--- config.mk ---
export PLATFORM = sky130hd
export DESIGN_NAME = bus_mouse_cursor_tracker
export DESIGN_NICKNAME = d
export VERILOG_FILES = /design/src/hdl/bmct_pkg.sv /design/src/hdl/bmct_queue.sv /design/src/hdl/bmct_front.sv /design/src/hdl/bmct_back.sv /design/src/hdl/bus_mouse_cursor_tracker.sv
export SDC_FILE = /design/constraint.sdc
export NUM_CORES = 1
export LEC_CHECK = 0
export ABC_AREA = 1
export BUFFER_PORTS_ARGS = -buffer_cell sky130_fd_sc_hd__buf_2
export CORE_MARGIN = 4
export CORE_UTILIZATION = 55
export DETAILED_ROUTE_END_ITERATION = 8
export PLACE_DENSITY = 0.76
export SLEW_MARGIN = 20
export SYNTH_ARGS = -nofsm -noshare
export SYNTH_HDL_FRONTEND = slang
export SYNTH_SLANG_ARGS = --single-unit
--- constraint.sdc ---
create_clock -name clk -period 3.05 [get_ports clk]
set_clock_uncertainty 0.2 [all_clocks]
set_input_delay 0.4575 -clock clk [delete_from_list [all_inputs] [get_ports clk]]
set_output_delay 0.4575 -clock clk [all_outputs]
set_load 0.005 [all_outputs]
--- src/hdl/bmct_pkg.sv ---
`default_nettype none

package bmct_pkg;

    localparam int unsigned BOUND_W   = 15;
    localparam int unsigned POS_W     = 14;
    localparam int unsigned CFG_IDX_W = 2;

    localparam logic [BOUND_W-1:0] BOUND_MAX    = 15'd16384;
    localparam logic [BOUND_W-1:0] WIDTH_RESET  = 15'd1024;
    localparam logic [BOUND_W-1:0] HEIGHT_RESET = 15'd768;
    localparam logic [POS_W-1:0]   POS_X_RESET  = 14'd512;
    localparam logic [POS_W-1:0]   POS_Y_RESET  = 14'd384;

    // raw byte bit positions, buttons are active low
    localparam int unsigned LEFT_BIT_POS  = 7;
    localparam int unsigned RIGHT_BIT_POS = 5;

    localparam int unsigned HELD_LEFT_POS  = 0;
    localparam int unsigned HELD_RIGHT_POS = 1;

    localparam logic [CFG_IDX_W-1:0] REG_BOUND_WIDTH  = 2'd0;
    localparam logic [CFG_IDX_W-1:0] REG_BOUND_HEIGHT = 2'd1;

    localparam logic [1:0] KIND_MOVE    = 2'd0;
    localparam logic [1:0] KIND_PRESS   = 2'd1;
    localparam logic [1:0] KIND_RELEASE = 2'd2;

    localparam logic [1:0] BTN_NONE  = 2'd0;
    localparam logic [1:0] BTN_LEFT  = 2'd1;
    localparam logic [1:0] BTN_RIGHT = 2'd2;

    localparam int unsigned Q_DEPTH = 4;
    localparam int unsigned Q_PTR_W = $clog2(Q_DEPTH);

    // one classified poll, handed from front to back
    typedef struct packed {
        logic             ev_move;
        logic             ev_left;
        logic             left_press;
        logic             ev_right;
        logic             right_press;
        logic [POS_W-1:0] pos_x;
        logic [POS_W-1:0] pos_y;
        logic [1:0]       held;
    } poll_rec_t;

    typedef struct packed {
        logic [1:0]       kind;
        logic [1:0]       button;
        logic [POS_W-1:0] pos_x;
        logic [POS_W-1:0] pos_y;
        logic [1:0]       held;
        logic             last;
    } event_t;

endpackage

`default_nettype wire

--- src/hdl/bmct_queue.sv ---
`default_nettype none

module bmct_queue
(
    input  wire logic                clk,
    input  wire logic                rst_n,
    input  wire logic                wr_en,
    input  wire bmct_pkg::poll_rec_t wr_data,
    output logic                     full,
    input  wire logic                rd_en,
    output bmct_pkg::poll_rec_t      rd_data,
    output logic                     empty
);
    import bmct_pkg::*;

    poll_rec_t            slot_reg [Q_DEPTH];
    logic [Q_PTR_W-1:0]   wr_ptr_reg, wr_ptr_next;
    logic [Q_PTR_W-1:0]   rd_ptr_reg, rd_ptr_next;
    logic [Q_PTR_W:0]     count_reg, count_next;
    logic                 do_wr, do_rd;

    assign full    = (count_reg == (Q_PTR_W+1)'(Q_DEPTH));
    assign empty   = (count_reg == '0);
    assign do_wr   = wr_en && !full;
    assign do_rd   = rd_en && !empty;
    assign rd_data = slot_reg[rd_ptr_reg];

    always_comb
    begin
        wr_ptr_next = do_wr ? wr_ptr_reg + 1'b1 : wr_ptr_reg;
        rd_ptr_next = do_rd ? rd_ptr_reg + 1'b1 : rd_ptr_reg;
        count_next  = count_reg;
        if (do_wr && !do_rd)
        begin
            count_next = count_reg + 1'b1;
        end
        else if (do_rd && !do_wr)
        begin
            count_next = count_reg - 1'b1;
        end
    end

    always_ff @(posedge clk or negedge rst_n)
    begin
        if (!rst_n)
        begin
            wr_ptr_reg <= '0;
            rd_ptr_reg <= '0;
            count_reg  <= '0;
        end
        else
        begin
            wr_ptr_reg <= wr_ptr_next;
            rd_ptr_reg <= rd_ptr_next;
            count_reg  <= count_next;
        end
    end

    always_ff @(posedge clk)
    begin
        if (do_wr)
        begin
            slot_reg[wr_ptr_reg] <= wr_data;
        end
    end

endmodule

`default_nettype wire

--- src/hdl/bmct_front.sv ---
`default_nettype none

module bmct_front
(
    input  wire logic                             clk,
    input  wire logic                             rst_n,
    input  wire logic                             push,
    output logic                                  full,
    input  wire logic [7:0]                       x_low_and_buttons,
    input  wire logic [7:0]                       x_high_byte,
    input  wire logic [7:0]                       y_low_byte,
    input  wire logic [7:0]                       y_high_byte,
    input  wire logic                             cfg_write,
    input  wire logic [bmct_pkg::CFG_IDX_W-1:0]   cfg_index,
    input  wire logic [bmct_pkg::BOUND_W-1:0]     cfg_data,
    input  wire logic                             q_full,
    output logic                                  q_wr,
    output bmct_pkg::poll_rec_t                   q_data
);
    import bmct_pkg::*;

    logic [BOUND_W-1:0] width_reg, width_next;
    logic [BOUND_W-1:0] height_reg, height_next;
    logic [POS_W-1:0]   pos_x_reg, pos_x_next;
    logic [POS_W-1:0]   pos_y_reg, pos_y_next;
    logic [1:0]         prev_reg, prev_next;

    logic               accept;
    logic signed [7:0]  dx, dy;
    logic [1:0]         held, rise, fall;
    logic [BOUND_W-1:0] cfg_bound;
    poll_rec_t          rec;

    function automatic logic [POS_W-1:0] clamp_axis(
        input logic [POS_W-1:0]   pos,
        input logic signed [7:0]  d,
        input logic [BOUND_W-1:0] bound
    );
        logic signed [15:0] sum;
        logic [BOUND_W-1:0] lim;
        sum = $signed({2'b00, pos}) + 16'($signed(d));
        lim = bound - 1'b1;
        if (sum[15])
        begin
            return '0;
        end
        else if (sum[BOUND_W-1:0] >= bound)
        begin
            return lim[POS_W-1:0];
        end
        else
        begin
            return sum[POS_W-1:0];
        end
    endfunction

    assign full   = q_full;
    assign accept = push && !q_full;

    assign dx = $signed({x_high_byte[3:0], x_low_and_buttons[3:0]});
    assign dy = $signed({y_high_byte[3:0], y_low_byte[3:0]});

    always_comb
    begin
        held[HELD_LEFT_POS]  = !x_low_and_buttons[LEFT_BIT_POS];
        held[HELD_RIGHT_POS] = !x_low_and_buttons[RIGHT_BIT_POS];
        rise = held & ~prev_reg;
        fall = ~held & prev_reg;

        pos_x_next = accept ? clamp_axis(pos_x_reg, dx, width_reg)  : pos_x_reg;
        pos_y_next = accept ? clamp_axis(pos_y_reg, dy, height_reg) : pos_y_reg;
        prev_next  = accept ? held : prev_reg;

        rec.ev_move     = (dx != '0) || (dy != '0);
        rec.ev_left     = rise[HELD_LEFT_POS] || fall[HELD_LEFT_POS];
        rec.left_press  = rise[HELD_LEFT_POS];
        rec.ev_right    = rise[HELD_RIGHT_POS] || fall[HELD_RIGHT_POS];
        rec.right_press = rise[HELD_RIGHT_POS];
        rec.pos_x       = clamp_axis(pos_x_reg, dx, width_reg);
        rec.pos_y       = clamp_axis(pos_y_reg, dy, height_reg);
        rec.held        = held;
    end

    // quiet polls only update state, nothing goes to the back
    assign q_wr   = accept && (rec.ev_move || rec.ev_left || rec.ev_right);
    assign q_data = rec;

    always_comb
    begin
        cfg_bound   = (cfg_data > BOUND_MAX) ? BOUND_MAX : cfg_data;
        width_next  = width_reg;
        height_next = height_reg;
        if (cfg_write && (cfg_data != '0))
        begin
            unique case (cfg_index)
                REG_BOUND_WIDTH:  width_next  = cfg_bound;
                REG_BOUND_HEIGHT: height_next = cfg_bound;
                default:          ;
            endcase
        end
    end

    always_ff @(posedge clk or negedge rst_n)
    begin
        if (!rst_n)
        begin
            width_reg  <= WIDTH_RESET;
            height_reg <= HEIGHT_RESET;
            pos_x_reg  <= POS_X_RESET;
            pos_y_reg  <= POS_Y_RESET;
            prev_reg   <= '0;
        end
        else
        begin
            width_reg  <= width_next;
            height_reg <= height_next;
            pos_x_reg  <= pos_x_next;
            pos_y_reg  <= pos_y_next;
            prev_reg   <= prev_next;
        end
    end

endmodule

`default_nettype wire

--- src/hdl/bmct_back.sv ---
`default_nettype none

module bmct_back
(
    input  wire logic                clk,
    input  wire logic                rst_n,
    input  wire logic                q_empty,
    input  wire bmct_pkg::poll_rec_t q_data,
    output logic                     q_rd,
    output logic                     empty,
    input  wire logic                pop,
    output bmct_pkg::event_t         ev
);
    import bmct_pkg::*;

    poll_rec_t cur_reg, cur_next;
    logic      cur_valid_reg, cur_valid_next;
    logic      out_valid_reg, out_valid_next;
    event_t    out_reg, out_next;

    logic      out_free, emit, cur_done;
    logic [2:0] pend, pend_left;
    event_t    ev_now;

    always_comb
    begin
        out_free = !out_valid_reg || pop;
        emit     = cur_valid_reg && out_free;
        pend     = {cur_reg.ev_right, cur_reg.ev_left, cur_reg.ev_move};

        // move first, then left, then right
        ev_now.pos_x = cur_reg.pos_x;
        ev_now.pos_y = cur_reg.pos_y;
        ev_now.held  = cur_reg.held;
        if (pend[0])
        begin
            ev_now.kind   = KIND_MOVE;
            ev_now.button = BTN_NONE;
            pend_left     = {pend[2:1], 1'b0};
        end
        else if (pend[1])
        begin
            ev_now.kind   = cur_reg.left_press ? KIND_PRESS : KIND_RELEASE;
            ev_now.button = BTN_LEFT;
            pend_left     = {pend[2], 2'b00};
        end
        else
        begin
            ev_now.kind   = cur_reg.right_press ? KIND_PRESS : KIND_RELEASE;
            ev_now.button = BTN_RIGHT;
            pend_left     = 3'b000;
        end
        ev_now.last = (pend_left == 3'b000);

        cur_done = emit && ev_now.last;
        q_rd     = !q_empty && (!cur_valid_reg || cur_done);

        cur_next       = cur_reg;
        cur_valid_next = cur_valid_reg;
        if (q_rd)
        begin
            cur_next       = q_data;
            cur_valid_next = 1'b1;
        end
        else if (emit)
        begin
            cur_next.ev_move  = pend_left[0];
            cur_next.ev_left  = pend_left[1];
            cur_next.ev_right = pend_left[2];
            cur_valid_next    = !cur_done;
        end

        out_next       = out_reg;
        out_valid_next = out_valid_reg && !pop;
        if (emit)
        begin
            out_next       = ev_now;
            out_valid_next = 1'b1;
        end
    end

    assign empty = !out_valid_reg;
    assign ev    = out_reg;

    always_ff @(posedge clk or negedge rst_n)
    begin
        if (!rst_n)
        begin
            cur_valid_reg <= 1'b0;
            out_valid_reg <= 1'b0;
        end
        else
        begin
            cur_valid_reg <= cur_valid_next;
            out_valid_reg <= out_valid_next;
        end
    end

    always_ff @(posedge clk)
    begin
        cur_reg <= cur_next;
        out_reg <= out_next;
    end

endmodule

`default_nettype wire

--- src/hdl/bus_mouse_cursor_tracker.sv ---
`default_nettype none

// bus mouse cursor tracker: each pushed item is one poll of the four raw mouse
// bytes; the front part takes one item per cycle whenever the four-entry queue
// has room, updates the clamped cursor and button state on the spot and queues
// up to three events (move, left edge, right edge, in that order); the back
// part sends one event per cycle through a single output register while that
// register is free or being popped, and the first event of an item passes through
// the queue, a current-item register and the output register before it shows
// on the result ports. a poll with no motion and no button edge yields no event.
// bound writes of zero are dropped and values above 16384 saturate.

module bus_mouse_cursor_tracker
(
    input  wire logic                           clk,
    input  wire logic                           rst_n,
    input  wire logic                           push,
    output logic                                full,
    input  wire logic [7:0]                     x_low_and_buttons,
    input  wire logic [7:0]                     x_high_byte,
    input  wire logic [7:0]                     y_low_byte,
    input  wire logic [7:0]                     y_high_byte,
    input  wire logic                           cfg_write,
    input  wire logic [bmct_pkg::CFG_IDX_W-1:0] cfg_index,
    input  wire logic [bmct_pkg::BOUND_W-1:0]   cfg_data,
    output logic                                empty,
    input  wire logic                           pop,
    output logic [1:0]                          event_kind,
    output logic [1:0]                          button_id,
    output logic [bmct_pkg::POS_W-1:0]          cursor_x,
    output logic [bmct_pkg::POS_W-1:0]          cursor_y,
    output logic [1:0]                          buttons_held,
    output logic                                last_event
);
    import bmct_pkg::*;

    logic      q_wr, q_full, q_rd, q_empty;
    poll_rec_t q_wdata, q_rdata;
    event_t    ev;

    bmct_front u_front
    (
        .clk               (clk),
        .rst_n             (rst_n),
        .push              (push),
        .full              (full),
        .x_low_and_buttons (x_low_and_buttons),
        .x_high_byte       (x_high_byte),
        .y_low_byte        (y_low_byte),
        .y_high_byte       (y_high_byte),
        .cfg_write         (cfg_write),
        .cfg_index         (cfg_index),
        .cfg_data          (cfg_data),
        .q_full            (q_full),
        .q_wr              (q_wr),
        .q_data            (q_wdata)
    );

    bmct_queue u_queue
    (
        .clk     (clk),
        .rst_n   (rst_n),
        .wr_en   (q_wr),
        .wr_data (q_wdata),
        .full    (q_full),
        .rd_en   (q_rd),
        .rd_data (q_rdata),
        .empty   (q_empty)
    );

    bmct_back u_back
    (
        .clk     (clk),
        .rst_n   (rst_n),
        .q_empty (q_empty),
        .q_data  (q_rdata),
        .q_rd    (q_rd),
        .empty   (empty),
        .pop     (pop),
        .ev      (ev)
    );

    assign event_kind   = ev.kind;
    assign button_id    = ev.button;
    assign cursor_x     = ev.pos_x;
    assign cursor_y     = ev.pos_y;
    assign buttons_held = ev.held;
    assign last_event   = ev.last;

endmodule

`default_nettype wire

Word level (Yosys, flattened, before mapping). Memories as Yosys holds them, arrays and structs flattened. Index checks and enable logic that the tools add are counted.

$add $sub $neg: 8. Order comparisons: 3. Equality and inequality tests: 2. Muxes and demuxes: 21. Bitwise gates (word level): 4. Reductions and logical operators: 38.

Operators with widths (number): 14-bit two-way mux (4); 15-bit by 8-bit adder with 16-bit output (2); 15-bit >= comparator (2); 14-bit by 1-bit subtractor with 14-bit output (second input constant) (2); 8-bit nonzero test (2); 15-bit > comparator (second input constant) (1); 15-bit two-way mux (1); 15-bit nonzero test (1); 3-bit two-way mux (4); 1-bit logical AND (11); 1-bit zero test (10); 2-bit two-way mux (4); 1-bit logical OR (7); 1-bit two-way mux (7); 3-bit zero test (2); 2-bit by 1-bit adder with 2-bit output (second input constant) (2); 2-bit bitwise AND (2); 4-bit two-way mux (1); 2-bit NOT (2); 2-bit AND reduction (2); 2-bit nonzero test (2); 3-bit by 1-bit adder with 3-bit output (second input constant) (1); 3-bit equality test (second input constant) (1); 3-bit by 1-bit subtractor with 3-bit output (second input constant) (1); other kinds (2) (2).

Register bits: 139. Memory bits (writable): 140. Input bits: 54. Output and inout port bits: 37. Word-level logic and storage cells: 101. Memories kept: 1.

Memory list: u_queue.slot_reg (depth 4, width 35, read ports 1, clocked after memory_dff 0, write ports 1, RTL line bmct_queue.sv:16) `poll_rec_t slot_reg [Q_DEPTH];`.

Longest topological paths before layout.
Depth in word-level cells: 12. Depth in mapped cells: 23. Gate-level depth less buffers: 23.

By module. Synthesis repeated with hierarchy kept, for this count alone.

Cells, all modules: 1584. Area total of the unflattened synthesis: 14669.1 µm².

Modules (own cells, without submodules): bmct_front (instances 1, cells an instance 1007, area each 6349.8 µm², seq. area each 1508.9 µm²); bmct_queue (instances 1, cells an instance 469, area each 5999.5 µm², seq. area each 4379.2 µm²); bmct_back (instances 1, cells an instance 108, area each 2319.7 µm², seq. area each 2152.1 µm²).

Worst setup path before layout. Ideal clock, no wire load.

Path kind: input to register. Start: in x_low_and_buttons[0]. End: mem u_queue.slot_reg[0][20] (netlist name) (data pin). Library setup time: 0.146 ns. Data arrival time: 2.937 ns. Required time: 2.704 ns. Path slack: -0.233 ns. Stages on the path: 19. Path buffers: 1. Cells stage by stage: ha_1 > inv_1 > fa_1 > inv_1 > nand3_1 > nand3_1 > nand2_1 > nand3_1 > and2_1 > inv_1 > ha_1 > a21o_1 > nor2_1 > nand2_1 > nand2_1 > nand3_2 > buf_2 > o21ai_1 > and2_1.

RTL lines: from (decl) (RTL line bus_mouse_cursor_tracker.sv:19) `input wire logic [7:0] x_low_and_buttons,`; to (decl) (RTL line bmct_queue.sv:16).

==> results.cfg <==
[setup_path]
arrival_ns = 3.54
rr_worst_depth = 19
crit-reg2reg-launch = u_front.pos_y_reg[7]
timing.rr.end = u_queue.slot_reg[3][6]
worstSetupPathType = flip-flop to flip-flop
crit_fanout = 5
end_kind = flip-flop
required_ns = 3.12
r2r_slack_ns = -0.41
start_kind = flip-flop

[layout]
areaGrowthSynthToFinish_pct = 29.3
finish.net_count = 1867
final_util_pct = 72.3
mostFrequentLayoutCell = nand2_1
final_cell_mix = nand2_1, edfxtp_1, inv_1
largest_register_ffs = 140
drive_gt1_share_pct = 29.9
n_antenna_cell = 0

[synth]
ys_async_sr_fraction_pct = 24.7
muxShareOfSynthArea_pct = 0
synth_warnings = 0
synth_top_area_share_pct = 44.6
syn_inst = 1508
synth_edf_count = 210
synth_top_family_by_area = simple AND/OR/NAND/NOR gates
synth_area_leader_cell = edfxtp_1
synthXorXnorAreaFrac_pct = 2.36
synth_fa_ha_area_share_pct = 6.54
syn_area_um2 = 14100
synth_seq_cells = 279
synth_nets = 1634
yosysUniqueCellTypes = 38
synth_compound_area_share_pct = 6.78
ys_dominant_reg_cell = edfxtp_1
ys_top_cells_by_area = edfxtp_1, dfrtp_1, nand2_1
avgSynthCellArea_um2 = 9.37
yosys.area_share.simple_pct = 20.9
synth-seq-area-share_pct = 56.9

[global_routing]
grt_pass1_wl_mm = 55.9
grt_overflow = 0
grt_pass1_vias = 11100
antenna_found_initial = 0
grt_use_total_pct = 24.4
grt_max_degree = 72

[route]
drt_pass1_iterations = 5
wl_met3_mm = 2.36
drt_iter0_drc = 1039
detail-route-antenna-nets = 0
top_layer = met4
drc = 0
route.vias.total = 11300
wl_per_cell_um = 17.0
drt_wl_total_mm = 35.7
wl_met2_mm = 17.2
viasPerCell = 5.40
wl_met1_mm = 15.4

[sta]
rsz0062_at_grt = true
slew_headroom_pct = 34.4
setup_tns_ns = -44.20
finalMaxSlewViolations = 0
fin_crit_sh_pct = 113
fmax_ghz = 0.289
period_needed_ns = 3.46
fin_ws_ns = -0.411
holdWs_ns = 0.0364
finalSetupViolCount = 140
worst_pin_slew_ns = 0.983
hold_viol = 0

[clocking]
clkLatencyLatePin_ns = 0.54
cts-htree-levels = 1
cts_tree = yes
cts_made_buffers = 28
clock_path_buffers = 3
cts-root-buf = clkbuf_16
clkTransAtPathRegs_ns = 0.06
numClockSinks = 279

[place]
dp_hpwl_mm = 24.0
place_ws_ns = -0.621
place_congestion = 0.939
portBuffers = 76

[floorplanning]
start_util_pct = 55.9
die_w_um = 168
core_um2 = 25300
row_count = 58
io_pins = 91
dieArea_um2 = 28300
die_h_um = 168

[status]
failed_checks = negative setup slack
outcome = finished, violations left

[hold_path]
hold_path.class = primary input to flip-flop
whs_endpoint = u_front.width_reg[10]
holdPathStages = 3
min_from = cfg_data[10]

[pwr]
power_leakage_nw = 8.06
peakVddDrop_uv = 771
power.density_nw_per_um2 = 1090
total_power_mw = 20.0

[run]
drv_cap = 0
[power breakdown]
part	internal (mW)	total, mW	switching [mW]
Combinational	4.03	9.95	5.92
Clock	2.11	3.55	1.44
Sequential	5.94	6.46	0.513
Total	12.1	20.0	7.87
[final cells by class]
cell class	count	area, µm²
flip-flops and latches	279	8040
fillers	1748	6990
multi-input cells	1000	6400
repair buffers	234	1680
clock buffers	34	754
inverters	196	751
well taps	330	413
clock inverters	18	209
repair inverters	2	15.0
[through the flow]
stage               cells  instance area, µm²
global placement     1995               16000
detailed placement   1996               16100
CTS                  2079               17900
finish               2093               18300
floorplan            1508               14500
global route         2093               18300
[cells by family after synthesis]
group           count (synthesis)
compound gates                178
buf+inv                       235
simple gates                  706
flops                         279
fa+ha+maj                      72
xor+xnor                       38
[metal layers]
| metal | track usage (%) | up-vias |
|---|---|---|
| li1 | - | 5459 |
| met1 | 34.2 | 5339 |
| met2 | 41.1 | 438 |
| met3 | 2.49 | 72 |
| met4 | 6.28 | 0 |
| met5 | 0 | - |
[cell usage after synthesis (3+ instances only)]
cell and instances:
nand2_1 393, nor2_1 176, a21oi_1 24, nor3_1 7, inv_2 3, edfxtp_1 210, clkbuf_1 26, o21ai_2 3
nor2_2 3, ha_1 69, or2_2 3, buf_2 10, xor2_1 27, xnor2_1 11, and2_1 16, nand3_1 53
nand4_1 34, nand3b_1 6, inv_1 190, nor4_1 3, o21ai_0 112, o22ai_1 33, dfrtp_1 63, nand2_2 4
dfstp_2 6, fa_1 3
[worst max-delay path, cell delays in order, from the launching register on]
cell and delay [ns]:
dfstp_2 0.57, ha_4 0.23, a21oi_4 0.17, nor2_2 0.05
nor2_2 0.12, nand3_2 0.08, nand4_1 0.07, nand2_1 0.07
xor2_1 0.16, ha_1 0.33, nand2_2 0.12, inv_2 0.04
nand2_2 0.06, nand2_2 0.06, a21oi_4 0.22, buf_12 0.15
nand3_4 0.13, nand2_1 0.16, o21ai_4 0.08, and2_4 0.15
[repair_timing]
| action | 4_1_cts | 5_1_grt |
|---|---|---|
| pin swaps | 59 | 62 |
| hold buffers | 4 | 0 |
| buffers inserted | 20 | 13 |
| endpoints found under the setup margin | 140 | 144 |
| endpoints found under the hold margin | 25 | 0 |
| cloned | 7 | 1 |
| resized for setup | 146 | 70 |
[worst max-delay path by stage]
| stage | startpoint | to | slack, ns | cells after the start |
|---|---|---|---|---|
| final | u_front.pos_y_reg[7] | u_queue.slot_reg[3][6] | -0.41 | 19 |
| after global routing | u_front.pos_y_reg[7] | u_queue.slot_reg[3][14] | -0.55 | 20 |
| after CTS | u_front.pos_y_reg[7] | u_queue.slot_reg[2][15] | -0.34 | 20 |
| after global placement | x_high_byte[3] | u_queue.slot_reg[3][19] | -0.60 | 18 |
| after floorplan | x_low_and_buttons[7] | u_queue.slot_reg[0][0] | -0.11 | 5 |
| after detailed placement | x_high_byte[3] | u_queue.slot_reg[2][19] | -0.62 | 18 |
(Power assumes the default switching activity.)
